==> src/hw/rtl/tef_pkg.sv <==
`default_nettype none

package tef_pkg;

	localparam int MAX_WIDTH = 1024;
	localparam int COL_W     = $clog2(MAX_WIDTH);
	localparam int LW_W      = 11;
	localparam int WC_W      = (LW_W > COL_W + 1) ? LW_W : COL_W + 1;
	localparam int ROW_W     = 16;
	localparam int CH_W      = 8;
	localparam int PIX_W     = 3 * CH_W;
	localparam int LINE_W    = 2 * PIX_W;
	localparam int CFG_IDX_W = 2;
	localparam int CFG_DAT_W = 11;
	localparam int MIN_WIDTH = 3;

	localparam logic [CFG_IDX_W-1:0] CFG_EDGE  = 2'd0;
	localparam logic [CFG_IDX_W-1:0] CFG_BAND  = 2'd1;
	localparam logic [CFG_IDX_W-1:0] CFG_BIAS  = 2'd2;
	localparam logic [CFG_IDX_W-1:0] CFG_WIDTH = 2'd3;

	localparam logic [8:0]       EDGE_RST  = 9'd1;
	localparam logic [9:0]       BAND_RST  = 10'd0;
	localparam logic [CH_W-1:0]  BIAS_RST  = 8'd127;
	localparam logic [LW_W-1:0]  WIDTH_RST = 11'd640;

	localparam logic [9:0] RECIP3    = 10'd683;
	localparam int         RECIP3_SH = 11;

	localparam logic [CH_W-1:0] Q_250 = 8'd250;
	localparam logic [CH_W-1:0] Q_200 = 8'd200;
	localparam logic [CH_W-1:0] Q_150 = 8'd150;
	localparam logic [CH_W-1:0] Q_100 = 8'd100;
	localparam logic [CH_W-1:0] Q_50  = 8'd50;

	typedef enum logic [1:0] {
		REG_PASS  = 2'd0,
		REG_BAND  = 2'd1,
		REG_EDGE  = 2'd2,
		REG_QUANT = 2'd3
	} region_t;

	typedef logic [PIX_W-1:0] pix_t;
	typedef logic [8:0][PIX_W-1:0] win_t;

	typedef struct packed {
		logic x_zero;
		logic x_one;
		logic y_ge1;
		logic y_ge2;
		logic y_eq1;
		logic y_eq2;
	} pos_t;

	typedef struct packed {
		logic [CH_W-1:0] blue;
		logic [CH_W-1:0] green;
		logic [CH_W-1:0] red;
		region_t         region;
	} res_t;

	function automatic logic [CH_W-1:0] quantize(input logic [CH_W-1:0] v);
		logic [CH_W-1:0] q;
		if (v > Q_250) q = Q_250;
		else if (v > Q_200) q = Q_200;
		else if (v > Q_150) q = Q_150;
		else if (v > Q_100) q = Q_100;
		else if (v > Q_50) q = Q_50;
		else q = '0;
		return q;
	endfunction

	function automatic logic [CH_W-1:0] clamp255(input logic signed [12:0] v);
		logic [CH_W-1:0] c;
		if (v < 13'sd0) c = '0;
		else if (v > 13'sd255) c = 8'd255;
		else c = v[CH_W-1:0];
		return c;
	endfunction

endpackage

`default_nettype wire

==> src/hw/rtl/tef_shade.sv <==
`default_nettype none

module tef_shade (
	input  wire logic                     clk,
	input  wire logic                     arst_n,
	input  wire logic                     en,
	input  wire logic                     win_valid,
	input  wire tef_pkg::win_t            win,
	input  wire logic signed [8:0]        edge_threshold,
	input  wire logic signed [9:0]        band_offset,
	input  wire logic [tef_pkg::CH_W-1:0] bias,
	output logic                          res_valid,
	output tef_pkg::res_t                 res
);

	import tef_pkg::*;

	logic               valid_s3;
	logic               valid_s4;
	logic signed [11:0] l_d   [3];
	logic        [11:0] n_d   [3];
	logic signed [11:0] l_s3  [3];
	logic        [11:0] n_s3  [3];
	pix_t               ctr_s3;
	logic [CH_W-1:0]    r_d   [3];
	logic [CH_W-1:0]    d_d   [3];
	logic [CH_W-1:0]    r_s4  [3];
	logic [CH_W-1:0]    d_s4  [3];
	logic [9:0]         sum_d;
	logic [9:0]         sum_s4;
	pix_t               ctr_s4;
	logic [19:0]        prod;
	logic signed [11:0] prom;
	logic signed [11:0] edge_x;
	logic signed [11:0] band_x;
	region_t            reg_c;
	logic [CH_W-1:0]    o [3];

	always_comb begin
		logic [10:0] pos;
		logic [10:0] neg;
		for (int c = 0; c < 3; c++) begin
			pos = 11'(win[5][CH_W*c +: CH_W]) + 11'(win[6][CH_W*c +: CH_W])
				+ {2'b0, win[7][CH_W*c +: CH_W], 1'b0} + 11'(win[8][CH_W*c +: CH_W]);
			neg = 11'(win[0][CH_W*c +: CH_W]) + {2'b0, win[1][CH_W*c +: CH_W], 1'b0}
				+ 11'(win[2][CH_W*c +: CH_W]) + 11'(win[3][CH_W*c +: CH_W]);
			l_d[c] = $signed({1'b0, pos}) - $signed({1'b0, neg});
			n_d[c] = 12'(pos) + 12'(neg) - 12'(win[7][CH_W*c +: CH_W])
				- 12'(win[1][CH_W*c +: CH_W]) + 12'(win[4][CH_W*c +: CH_W]);
		end
	end

	always_comb begin
		logic signed [12:0] lb;
		logic signed [12:0] db;
		sum_d = '0;
		for (int c = 0; c < 3; c++) begin
			lb = 13'(l_s3[c]) + $signed({5'b0, bias});
			db = 13'(l_s3[c]) - $signed({1'b0, n_s3[c]}) + $signed({5'b0, bias});
			r_d[c] = clamp255(lb);
			d_d[c] = clamp255(db);
			sum_d  = sum_d + 10'(r_d[c]);
		end
	end

	always_ff @(posedge clk or negedge arst_n) begin
		if (!arst_n) begin
			valid_s3 <= 1'b0;
			valid_s4 <= 1'b0;
		end else if (en) begin
			valid_s3 <= win_valid;
			valid_s4 <= valid_s3;
		end
	end

	always_ff @(posedge clk) begin
		if (en) begin
			l_s3   <= l_d;
			n_s3   <= n_d;
			ctr_s3 <= win[4];
			r_s4   <= r_d;
			d_s4   <= d_d;
			sum_s4 <= sum_d;
			ctr_s4 <= ctr_s3;
		end
	end

	// Division by three of a sum below 768 as a multiply by the reciprocal.
	assign prod   = sum_s4 * RECIP3;
	assign prom   = $signed({4'b0, prod[RECIP3_SH +: CH_W]});
	assign edge_x = 12'(edge_threshold);
	assign band_x = 12'(edge_threshold) + 12'(band_offset);

	always_comb begin
		if (prom <= edge_x) reg_c = REG_PASS;
		else if (prom < band_x) reg_c = REG_BAND;
		else if (prom == band_x) reg_c = REG_EDGE;
		else reg_c = REG_QUANT;
		for (int c = 0; c < 3; c++) begin
			case (reg_c)
				REG_BAND:  o[c] = quantize(d_s4[c]);
				REG_QUANT: o[c] = quantize(r_s4[c]);
				default:   o[c] = ctr_s4[CH_W*c +: CH_W];
			endcase
		end
	end

	assign res_valid  = valid_s4;
	assign res.blue   = o[0];
	assign res.green  = o[1];
	assign res.red    = o[2];
	assign res.region = reg_c;

endmodule

`default_nettype wire

==> config.mk <==
export PLATFORM = sky130hd
export DESIGN_NAME = tef_shade
export DESIGN_NICKNAME = d
export VERILOG_FILES = /design/src/hw/rtl/tef_pkg.sv /design/src/hw/rtl/tef_shade.sv
export SDC_FILE = /design/constraint.sdc
export NUM_CORES = 1
export LEC_CHECK = 0
export BUFFER_PORTS_ARGS = -buffer_cell sky130_fd_sc_hd__buf_2
export CAP_MARGIN = 20
export CORE_MARGIN = 5
export CORE_UTILIZATION = 55
export DETAILED_ROUTE_END_ITERATION = 8
export GPL_ROUTABILITY_DRIVEN = 0
export MAX_ROUTING_LAYER = met4
export PLACE_DENSITY = 0.79
export SLEW_MARGIN = 0
export SYNTH_ARGS = -nofsm -noshare
export SYNTH_HDL_FRONTEND = slang
export SYNTH_SLANG_ARGS = --single-unit
==> constraint.sdc <==
create_clock -name clk -period 6.6 [get_ports clk]
set_clock_uncertainty 0.2 [all_clocks]
set_input_delay 0.99 -clock clk [delete_from_list [all_inputs] [get_ports clk]]
set_output_delay 0.99 -clock clk [all_outputs]
set_load 0.01 [all_outputs]
---- Word-level counts from Yosys, hierarchy flattened ----
Cells that the tools add are included.
storage, ports and cells
  output and inout bits ................... 27
  bits of input ports ..................... 247
  bits in registers ....................... 180
  word-level logic and storage cells ...... 155
operators by class
  multiplexer cells ....................... 45
  multipliers ............................. 1
  $lt $le $gt $ge ......................... 44
  add/sub/neg operators ................... 45
  equality and inequality tests ........... 3
operators with widths
  kind                                                                   count
  8-bit 2-to-1 mux                                                       27
  8-bit > comparator, second input constant                              18
  13-bit by 9-bit > comparator with 1-bit output, second input constant  6
  13-bit by 1-bit < comparator with 1-bit output, second input constant  6
  12-bit by 8-bit subtractor with 12-bit output                          6
  10-bit by 8-bit adder with 11-bit output                               6
  8-bit by 6-bit > comparator with 1-bit output, second input constant   6
  8-bit by 7-bit > comparator with 1-bit output, second input constant   6
  8-bit case mux with 2 select lines                                     3
  7-bit 2-to-1 mux                                                       6
  12-bit by 9-bit adder with 13-bit output                               3
  13-bit by 9-bit adder with 13-bit output                               3
  12-bit by 13-bit subtractor with 13-bit output                         3
  11-bit by 11-bit adder with 12-bit output                              3
  12-bit by 8-bit adder with 12-bit output                               3
  8-bit by 8-bit adder with 9-bit output                                 4
  6-bit 2-to-1 mux                                                       6
  11-bit by 11-bit subtractor with 12-bit output                         3
  11-bit by 8-bit adder with 11-bit output                               3
  8-bit by 9-bit adder with 10-bit output                                3
  9-bit by 9-bit adder with 10-bit output                                3
  10-bit by 10-bit multiplier with 19-bit output, second input constant  1
  9-bit by 10-bit adder with 11-bit output                               1
  9-bit by 11-bit == test with 1-bit output                              1
  other kinds (7)                                                        8

---- Depth between registers and ports, before layout ----
Gate-level depths: netlist (run 1).
  depth after elaboration ................. 7
  depth in mapped cells ................... 28
  depth with buffers taken out ............ 26

---- Worst setup path before layout (run 1) ----
No wires, ideal clock.
  kind .................................... register to output
  from .................................... reg sum_s4[1]
  to ...................................... out res[13] (netlist name)
  buffers on the path ..................... 2
  data required time ...................... 5.410 ns
  stages on the path, launching flop included .. 27
  setup slack ............................. -0.549 ns
  arrival time ............................ 5.959 ns
  cell sequence ........................... edfxtp_1 ha_1 inv_1 fa_1 fa_1 inv_1 fa_1 ha_1 ha_1 a21o_1 nor3_1 a2bb2oi_1 a31oi_1 nor2_1 o21ai_0 nand2b_1 xnor2_1 ha_1 o211ai_1 a21oi_1 o32a_1 a21oi_1 o41a_1 buf_4 buf_4 mux2_1 o22a_1
RTL lines
  item                    RTL line         source
  from (decl)             tef_shade.sv:30  logic [9:0] sum_s4;
  from (signal assigned)  tef_shade.sv:83  sum_s4 <= sum_d;
  to (decl)               tef_shade.sv:13  output tef_pkg::res_t res

==> run_results.csv, run 1 <==
group,metric,value,unit
logic_synthesis,synth_common_cells,"453 x inv_1, 287 x ha_1, 232 x fa_1",
grt,grt_max_degree,86,
worst_setup_path,max_stage_delay,0.55,ns
die,ioPinCount,274,
layout,drive_above_1_share,18.47,%
layout,fillerInstances,2884,
sta,fmax,129.8,MHz
worst_setup_path,arrival,6.52,ns
die,die-area,43570,µm²
grt,first_global_vias,17960,
worst_setup_path,startpoint_type,"register",
placement,place_area,24270,µm²
logic_synthesis,yosys.area.top_type_share,24.61,%
logic_synthesis,yosysUniqueCellTypes,72,
sta,rsz0062_at_grt,"true",
sta,maxSlewViolCount,0,
sta,timing.final.setup_violations,26,
worst_setup_path,crit_type,"register to primary output",
logic_synthesis,synth-main-ff-cell,"edfxtp_1",
die,core-area,38830,µm²
logic_synthesis,synthArstFlopShare,1.111,%
logic_synthesis,syn_area,21720,µm²
sta,hold_viol,0,
grt,grt_overflow,0,
layout,syn2layout_area_growth,17.15,%
worst_setup_path,cp_slowest_cell,"or4b_4",
cts,cts_buffers,17,
worst_setup_path,cp.required,5.41,ns
sta,layout_setup_ws,-1.106,ns
logic_synthesis,synth_area_leaders,"edfxtp_1 25%, fa_1 21%, ha_1 17%, inv_1 7.8%, xnor2_1 4.2%",
logic_synthesis,syn_area_per_cell,10.12,µm²
flow_run,drv_cap,0,
cts,htree_levels,4,
sta,max-slew-margin-rel,30.27,%
cts,cts_root_buf,"clkbuf_16",
route,vias_per_cell,5.519,
worst_setup_path,r2r_slack,0.80,ns
layout,finalNetCount,3271,
route,wl,53040,µm
route,drtIter0Drc,1005,
cts,tritoncts,"done",
layout,final_area,25450,µm²
logic_synthesis,ys_seq_area_share,24.84,%
logic_synthesis,yosysWarnings,0,
cts,ctsHoldBuffers,0,
logic_synthesis,synth_seq_cells,180,
route,num_vias,16770,
route,dr.pass1.iters,6,
logic_synthesis,yosysTopAreaCell,"edfxtp_1",
placement,io_buffers,273,
sta,period_share,116.8,%
cts,clock_sinks,180,
cts,cts_max_path_buffers,2,
worst_setup_path,crit_path_end_kind,"primary output",
grt,grt_use_total,24.59,%
die,die_y,208.7,µm
die,die_x,208.7,µm
worst_hold_path,hp-class,"primary input to asynchronous set/reset pin",
route,wl_per_cell,17.45,µm
route,drc_errors,0,
logic_synthesis,syn-num-nets,2912,
sta,worst_slew_pin_slew,1.033,ns
outcome,status,"finished with violations",
worst_setup_path,worst_path_most_repeated_cell,"ha_4",
worst_setup_path,reg2reg_depth,22,
cts,clkSlewWorstSetupHoldPaths,0.07,ns
cts,clk_latency,0.44,ns
outcome,violations,"negative setup slack",
grt,grt_first_pass_wirelength,86240,µm
worst_setup_path,crit_fanout,7,
placement,dp_hpwl,43860,µm
grt,antenna_found_initial,2,
die,start_util,55.95,%
logic_synthesis,synth_edf_count,178,
die,rows,72,
route,antenna_left,0,
logic_synthesis,syn_inst,2146,
sta,final.min_clock_period,7.706,ns
logic_synthesis,yosysMostFrequentCell,"inv_1",
==> cell type report <==
| class | count | area, µm² | area share, % |
|---|---|---|---|
| Multi-Input combinational cell | 1498 | 15010 | 58.98 |
| Antenna cell | 3 | 7.507 | 0.02950 |
| Timing Repair Buffer | 355 | 2140 | 8.407 |
| Clock buffer | 21 | 440.4 | 1.731 |
| Inverter | 453 | 1703 | 6.692 |
| Tap cell | 518 | 648.1 | 2.547 |
| Sequential cell | 180 | 5395 | 21.20 |
| Clock inverter | 11 | 105.1 | 0.4130 |
==> logic make-up (layout without fill, tap and decap cells) <==
family,after synthesis,count (layout),share of synthesized area (%)
simple gates,303,303,6.659
fa+ha+maj,522,522,38.05
mux,26,26,1.296
compound gates,507,507,15.18
buf+inv,468,840,8.260
xor+xnor,140,140,5.714
other cells,0,3,0
flops,180,180,24.84
==> routing by layer <==
metal	track usage (%)	share of wire, %
met1	29.68	41
met2	42.13	50
met3	2.759	4.7
met4	10.44	4.2
met5	-	0
==> registers in the layout (all words and copies together), names as in the netlist <==
name / count
l_s3: 36
n_s3: 36
ctr_s3: 24
ctr_s4: 24
d_s4: 24
r_s4: 24
sum_s4: 10
res_valid: 1
valid_s3: 1
==> path summary, 6_finish.rpt <==
| check | start | to |
|---|---|---|
| setup / recovery | sum_s4[3] | res[23] |
| hold / removal | arst_n | valid_s3 |
| setup reg to reg | l_s3[13] | sum_s4[9] |
| hold reg to reg | ctr_s3[0] | ctr_s4[0] |
| max in group asynchronous | arst_n | res_valid |
| min in group clk | ctr_s3[0] | ctr_s4[0] |
==> per-stage QoR <==
stage	hold slack [ns]	util [%]	TNS, ns	instances	worst slack (ns)
final	0.1235	65.54	-26.29	3039	-1.106
after global routing	0.1069	65.54	-31.77	3038	-1.324
after floorplan	0.2003	-	-8.492	2146	-0.3942
after detailed placement	0.2045	62.51	-20.49	2986	-0.8875
after global placement	0.2003	62.51	-16.39	2986	-0.7087
after CTS	0.1107	64.94	-26.49	3029	-1.082
==> repair_timing <==
item / 4_1_cts / 5_1_grt
endpoints found under the setup margin: 26 / 28
endpoints found under the hold margin: 0 / 0
gates cloned: 1 / 0
setup buffers: 10 / 9
pin swaps: 54 / 24
gates resized for setup: 46 / 35
==> critical path: cells and delay by family (launching register included) <==
kind | cells | cell delay (ns)
xor+xnor | 1 | 0.17
compound gates | 8 | 1.32
simple gates | 4 | 0.79
fa+ha+maj | 7 | 2.62
flops | 1 | 0.46
buf+inv | 7 | 0.69
==> cell usage in the layout, fill, tap and decap left out, drive strengths merged, types with 4 or more instances in the layout <==
master / instances
nand4: 8
o22a: 19
o22ai: 5
a21o: 61
o31ai: 11
o31a: 6
xor2: 35
o21bai: 36
and3: 6
buf: 355
clkbuf: 21
clkinvlp: 4
nand3: 18
xnor2: 104
a21boi: 27
a31oi: 14
a21oi: 141
nor2: 106
a211oi: 9
nand2: 65
edfxtp: 178
o21ai: 96
o211ai: 7
inv: 456
o21a: 43
nand2b: 23
a211o: 7
mux2: 17
fa: 232
mux2i: 9
a221oi: 4
and2: 4
ha: 287
nor2b: 31
nor3: 17
or3: 10
Power of run 1 is not shown: default switching activity piles up to over one toggle a cycle in this logic, so the estimate is an artifact.
==> run 2: changes to the inputs <==
- CORE_ASPECT_RATIO: not set -> 0.6
==> run_results.csv, run 2 (synthesis gave the netlist of run 1 again) <==
group,metric,value,unit
outcome,status,"finished with violations",
outcome,violations,"negative setup slack",
layout,final_common_cell,"inv_1",
layout,mostFrequentLayoutCells,"448 x inv_1, 272 x ha_1, 270 x buf_2",
sta,layout_setup_ws,-1.325,ns
die,start_util,55.66,%
die,ioPinCount,274,
route,wl_per_cell,18.43,µm
flow_run,drv_cap,0,
route,drtIter0Drc,1428,
layout,finalNetCount,3288,
cts,clock_sinks,180,
die,die_y,163.9,µm
layout,final_area,25530,µm²
grt,first_global_vias,17520,
die,core-area,39030,µm²
route,dr.pass1.iters,6,
die,die_x,266.6,µm
placement,dp_hpwl,44770,µm
route,drc_errors,0,
die,die-area,43700,µm²
layout,fillerInstances,2873,
sta,worst_slew_pin_slew,0.9107,ns
worst_setup_path,r2r_end,"sum_s4[7]",
cts,cts_max_path_buffers,2,
placement,pre_cts_ws,-0.8484,ns
sta,hold_viol,0,
layout,drive_above_1_share,18.46,%
cts,htree_levels,4,
cts,cts_root_buf,"clkbuf_16",
route,num_vias,17210,
sta,max-slew-margin-rel,38.85,%
cts,tritoncts,"done",
worst_setup_path,cp.required,5.41,ns
worst_setup_path,reg2reg_depth,21,
placement,place_area,24250,µm²
sta,timing.final.setup_violations,26,
worst_setup_path,rr_startpoint,"l_s3[1]",
worst_setup_path,arrival,6.73,ns
worst_setup_path,crit_type,"register to primary output",
grt,use_met3,3.803,%
route,vias_per_cell,5.624,
layout,syn2layout_area_growth,17.53,%
cts,cts_buffers,17,
cts,clk_latency,0.47,ns
sta,final.min_clock_period,7.925,ns
worst_setup_path,startpoint_type,"register",
layout,finish.utilization,65.42,%
grt,met2_usage,40.90,%
sta,maxSlewViolCount,0,
worst_setup_path,crit_path_end_kind,"primary output",
cts,ctsHoldBuffers,0,
grt,grt_use_met1,35.65,%
sta,rsz0062_at_grt,"true",
route,antenna_left,0,
grt,grt-busiest-layer,"met2",
sta,fmax,126.2,MHz
cts,clkSlewWorstSetupHoldPaths,0.07,ns
layout,largestRegisters,"l_s3: 36 flops, n_s3: 36 flops",
sta,period_share,120.1,%
worst_setup_path,r2r_slack,0.86,ns
die,rows,56,
grt,grt_max_degree,67,
grt,grt_first_pass_wirelength,88690,µm
grt,grt_use_total,26.02,%
grt,grt_overflow,0,
placement,io_buffers,273,
grt,antenna_found_initial,2,
route,wl,56380,µm
worst_setup_path,crit_fanout,7,
worst_hold_path,hp-class,"primary input to asynchronous set/reset pin",
[run 2: worst max-delay path by stage]
stage	start	end	slack, ns	cells past startpoint
3_3_place_gp	sum_s4[5]	res[4]	-0.70	28
6_report	sum_s4[5]	res[16]	-1.32	25
5_1_grt	sum_s4[3]	res[4]	-1.54	27
4_1_cts	sum_s4[1]	res[19]	-1.15	26
2_1_floorplan	sum_s4[7]	res[14]	-0.39	28
3_5_place_dp	sum_s4[5]	res[9]	-0.85	29
[run 2: timing repair]
item	4_1_cts	5_1_grt
cloned	2	2
buffers inserted	18	12
setup endpoints to repair	26	26
resized for setup	40	20
pin swaps	39	31
hold endpoints to repair	0	0
[run 2: layout make-up]
class / count / area, µm² / area share (%)
inverters: 453 / 1703 / 6.670
diodes: 2 / 5.005 / 0.01960
repair buffers: 372 / 2287 / 8.959
flip-flops and latches: 180 / 5395 / 21.13
multi-input cells: 1498 / 14880 / 58.29
well taps: 522 / 653.1 / 2.558
clock buffers: 17 / 425.4 / 1.666
clock inverters: 15 / 180.2 / 0.7057
[run 2: worst max-delay path, cell delays in order (launching register included)]
cell,delay (ns)
edfxtp_1,0.46
buf_4,0.20
ha_4,0.23
buf_4,0.13
fa_1,0.51
fa_1,0.45
fa_1,0.48
ha_1,0.33
ha_1,0.33
a21o_1,0.22
a31oi_2,0.17
nor2_1,0.08
o21ai_1,0.16
nand2b_1,0.11
xnor2_2,0.17
ha_1,0.32
inv_2,0.05
a221oi_4,0.24
o21ai_2,0.12
or4b_4,0.60
buf_6,0.15
a21oi_4,0.12
nor2_4,0.11
clkbuf_16,0.20
o22a_1,0.20
buf_2,0.14
[run 2: metal layers]
layer | share of wire (%) | routed length, µm
met5 | 0 | 0
met4 | 3.1 | 1769
met3 | 7.2 | 4052
met2 | 46 | 26060
met1 | 43 | 24500
[run 2: stage by stage]
stage          TNS [ns]  hold WS, ns  cells
6_report         -33.15      0.09830   3059
5_1_grt          -38.65      0.07791   3059
4_1_cts          -28.22      0.08207   3044
3_5_place_dp     -19.69       0.2052   2992
3_3_place_gp     -15.59       0.2026   2991
2_1_floorplan    -8.492       0.2003   2146
Power of run 2 is left out for the same reason.
==> run 3: changes to the inputs <==
- ABC_AREA: not set -> 1
==> run_results.csv, run 3 <==
group,metric,value,unit
outcome,status,"finished with violations",
outcome,violations,"design-rule violations, negative setup slack",
layout,syn2layout_area_growth,16.98,%
worst_setup_path,crit_path_end_kind,"primary output",
route,dr.pass1.iters,9,
placement,io_buffers,273,
logic_synthesis,synth_seq_cells,180,
logic_synthesis,syn_area_per_cell,9.106,µm²
cts,clkSlewWorstSetupHoldPaths,0.09,ns
route,drtIter0Drc,1302,
die,ioPinCount,274,
logic_synthesis,ys_seq_area_share,24.37,%
layout,largestRegisters,"l_s3: 36 flops, n_s3: 36 flops",
cts,cts_buffers,17,
grt,grt_max_degree,118,
die,die-area,44490,µm²
logic_synthesis,yosys.area.top_type_share,24.15,%
layout,fillerInstances,3086,
worst_setup_path,arrival,6.03,ns
layout,finish.utilization,65.77,%
layout,final_common_cell,"inv_1",
grt,grt_first_pass_wirelength,90270,µm
route,wl,57750,µm
sta,period_share,109.4,%
route,antenna_left,0,
logic_synthesis,syn-num-nets,3197,
logic_synthesis,synth-main-ff-cell,"edfxtp_1",
grt,met2_usage,41.42,%
cts,cts_root_buf,"clkbuf_16",
sta,rsz0062_at_grt,"true",
sta,worst_slew_pin_slew,0.8207,ns
die,die_y,165.4,µm
route,drc_errors,1,
sta,hold_viol,0,
worst_setup_path,max_stage_delay,0.55,ns
layout,multi_input_area,14860,µm²
sta,timing.final.setup_violations,26,
logic_synthesis,syn_area,22140,µm²
worst_setup_path,crit_fanout,6,
sta,max-slew-margin-rel,45.10,%
route,num_vias,17930,
logic_synthesis,yosysTopAreaCell,"edfxtp_1",
worst_setup_path,crit_type,"register to primary output",
worst_hold_path,hp-class,"primary input to asynchronous set/reset pin",
logic_synthesis,synth_common_cells,"595 x inv_1, 288 x nand2_1, 287 x ha_1",
worst_setup_path,reg2reg_depth,24,
cts,clock_sinks,180,
layout,finalNetCount,3545,
worst_setup_path,worst_path_most_repeated_cell,"buf_4",
die,rows,56,
route,wl_per_cell,17.42,µm
layout,drive_above_1_share,17.23,%
grt,grt_overflow,0,
logic_synthesis,synthArstFlopShare,1.111,%
sta,fmax,138.5,MHz
sta,final.min_clock_period,7.219,ns
layout,layout.area.seq,5395,µm²
sta,layout_setup_ws,-0.6189,ns
grt,first_global_vias,18700,
layout,mostFrequentLayoutCells,"586 x inv_1, 275 x nand2_1, 268 x ha_1",
worst_setup_path,cp.required,5.41,ns
placement,dp_hpwl,46270,µm
die,die_x,269.0,µm
grt,use_met3,4.753,%
sta,maxSlewViolCount,0,
cts,tritoncts,"done",
logic_synthesis,yosysUniqueCellTypes,49,
logic_synthesis,syn_inst,2431,
logic_synthesis,yosysMostFrequentCell,"inv_1",
logic_synthesis,yosysWarnings,0,
cts,ctsHoldBuffers,0,
logic_synthesis,synth_edf_count,178,
grt,antenna_found_initial,1,
grt,grt_use_met1,34.55,%
flow_run,drv_cap,0,
worst_setup_path,cp_slowest_cell,"fa_1",
logic_synthesis,synth_area_leaders,"edfxtp_1 24%, fa_1 21%, ha_1 16%, inv_1 10%, nand2_1 4.9%",
cts,cts_max_path_buffers,2,
die,start_util,56.22,%
die,core-area,39380,µm²
cts,htree_levels,4,
worst_setup_path,startpoint_type,"register",
grt,grt-busiest-layer,"met2",
cts,clk_latency,0.47,ns
route,vias_per_cell,5.408,
grt,grt_use_total,26.04,%
[run 3: cell types whose count changed after synthesis, moves of 39 or more]
cell,change
a21oi_1,+75
a21o_1,-59
nand2_1,+223
nand3_1,+86
o21a_1,-39
xnor2_1,-64
xor2_1,+87
inv_1,+142
[run 3: final timing paths]
path / slack (ns) / from / to
max: -0.62 / sum_s4[7] / res[4]
min: 0.08 / arst_n / valid_s3
max reg2reg: 0.99 / l_s3[12] / sum_s4[9]
min reg2reg: 0.22 / ctr_s3[7] / ctr_s4[7]
max in group asynchronous: 6.03 / arst_n / res_valid
min in group clk: 0.22 / ctr_s3[7] / ctr_s4[7]
[run 3: layout make-up]
| type | instances | area share (%) |
|---|---|---|
| repair buffers | 338 | 8.117 |
| clock inverters | 15 | 0.7779 |
| flip-flops and latches | 180 | 20.83 |
| multi-input cells | 1642 | 57.38 |
| diodes | 1 | 0.009663 |
| well taps | 522 | 2.522 |
| inverters | 600 | 8.721 |
| clock buffers | 17 | 1.643 |
[run 3: timing repair]
action	4_1_cts	5_1_grt
buffers inserted	16	8
pin swaps	49	26
cloned	0	6
hold endpoints to repair	0	0
resized for setup	48	52
setup endpoints to repair	26	26
[run 3: cells by family (layout without fill, tap and decap cells)]
kind of cell | Yosys count | in the layout | share of synthesized area [%]
adder cells (fa/ha/maj) | 519 | 519 | 37.20
AO/OA/AOI/OAI | 371 | 371 | 9.275
XOR/XNOR | 162 | 162 | 6.409
other | 0 | 1 | 0
buffers and inverters | 609 | 970 | 10.50
flip-flops | 180 | 180 | 24.37
AND/OR/NAND/NOR | 590 | 590 | 12.25
[run 3: worst max-delay path, delay by kind of cell, from the launching register on]
kind                     cells  cell delay, ns
AND/OR/NAND/NOR             15            1.30
flip-flops                   1            0.47
adder cells (fa/ha/maj)      6            2.37
buffers and inverters       13            1.41
[run 3: metrics by stage]
step,setup slack [ns],cells,setup TNS (ns),hold WS [ns],instance area [µm²]
2_1_floorplan,0.3419,2431,0,0.2003,22140
3_3_place_gp,-0.09794,3253,-1.639,0.2037,24410
3_5_place_dp,-0.3316,3253,-7.167,0.2045,24410
4_1_cts,-0.4887,3301,-11.36,0.06796,25480
5_1_grt,-0.8756,3315,-21.05,0.07334,25900
6_report,-0.6189,3315,-14.49,0.07913,25900
[run 3: per-layer routing]
layer | part of all wire, % | vias up | routed length (µm)
li1 | - | 8546 | -
met3 | 8.2 | 163 | 4721
met5 | 0 | - | 0
met4 | 3.5 | 0 | 2014
met1 | 43 | 8496 | 24830
met2 | 45 | 721 | 26180
Power of run 3 is left out for the same reason.
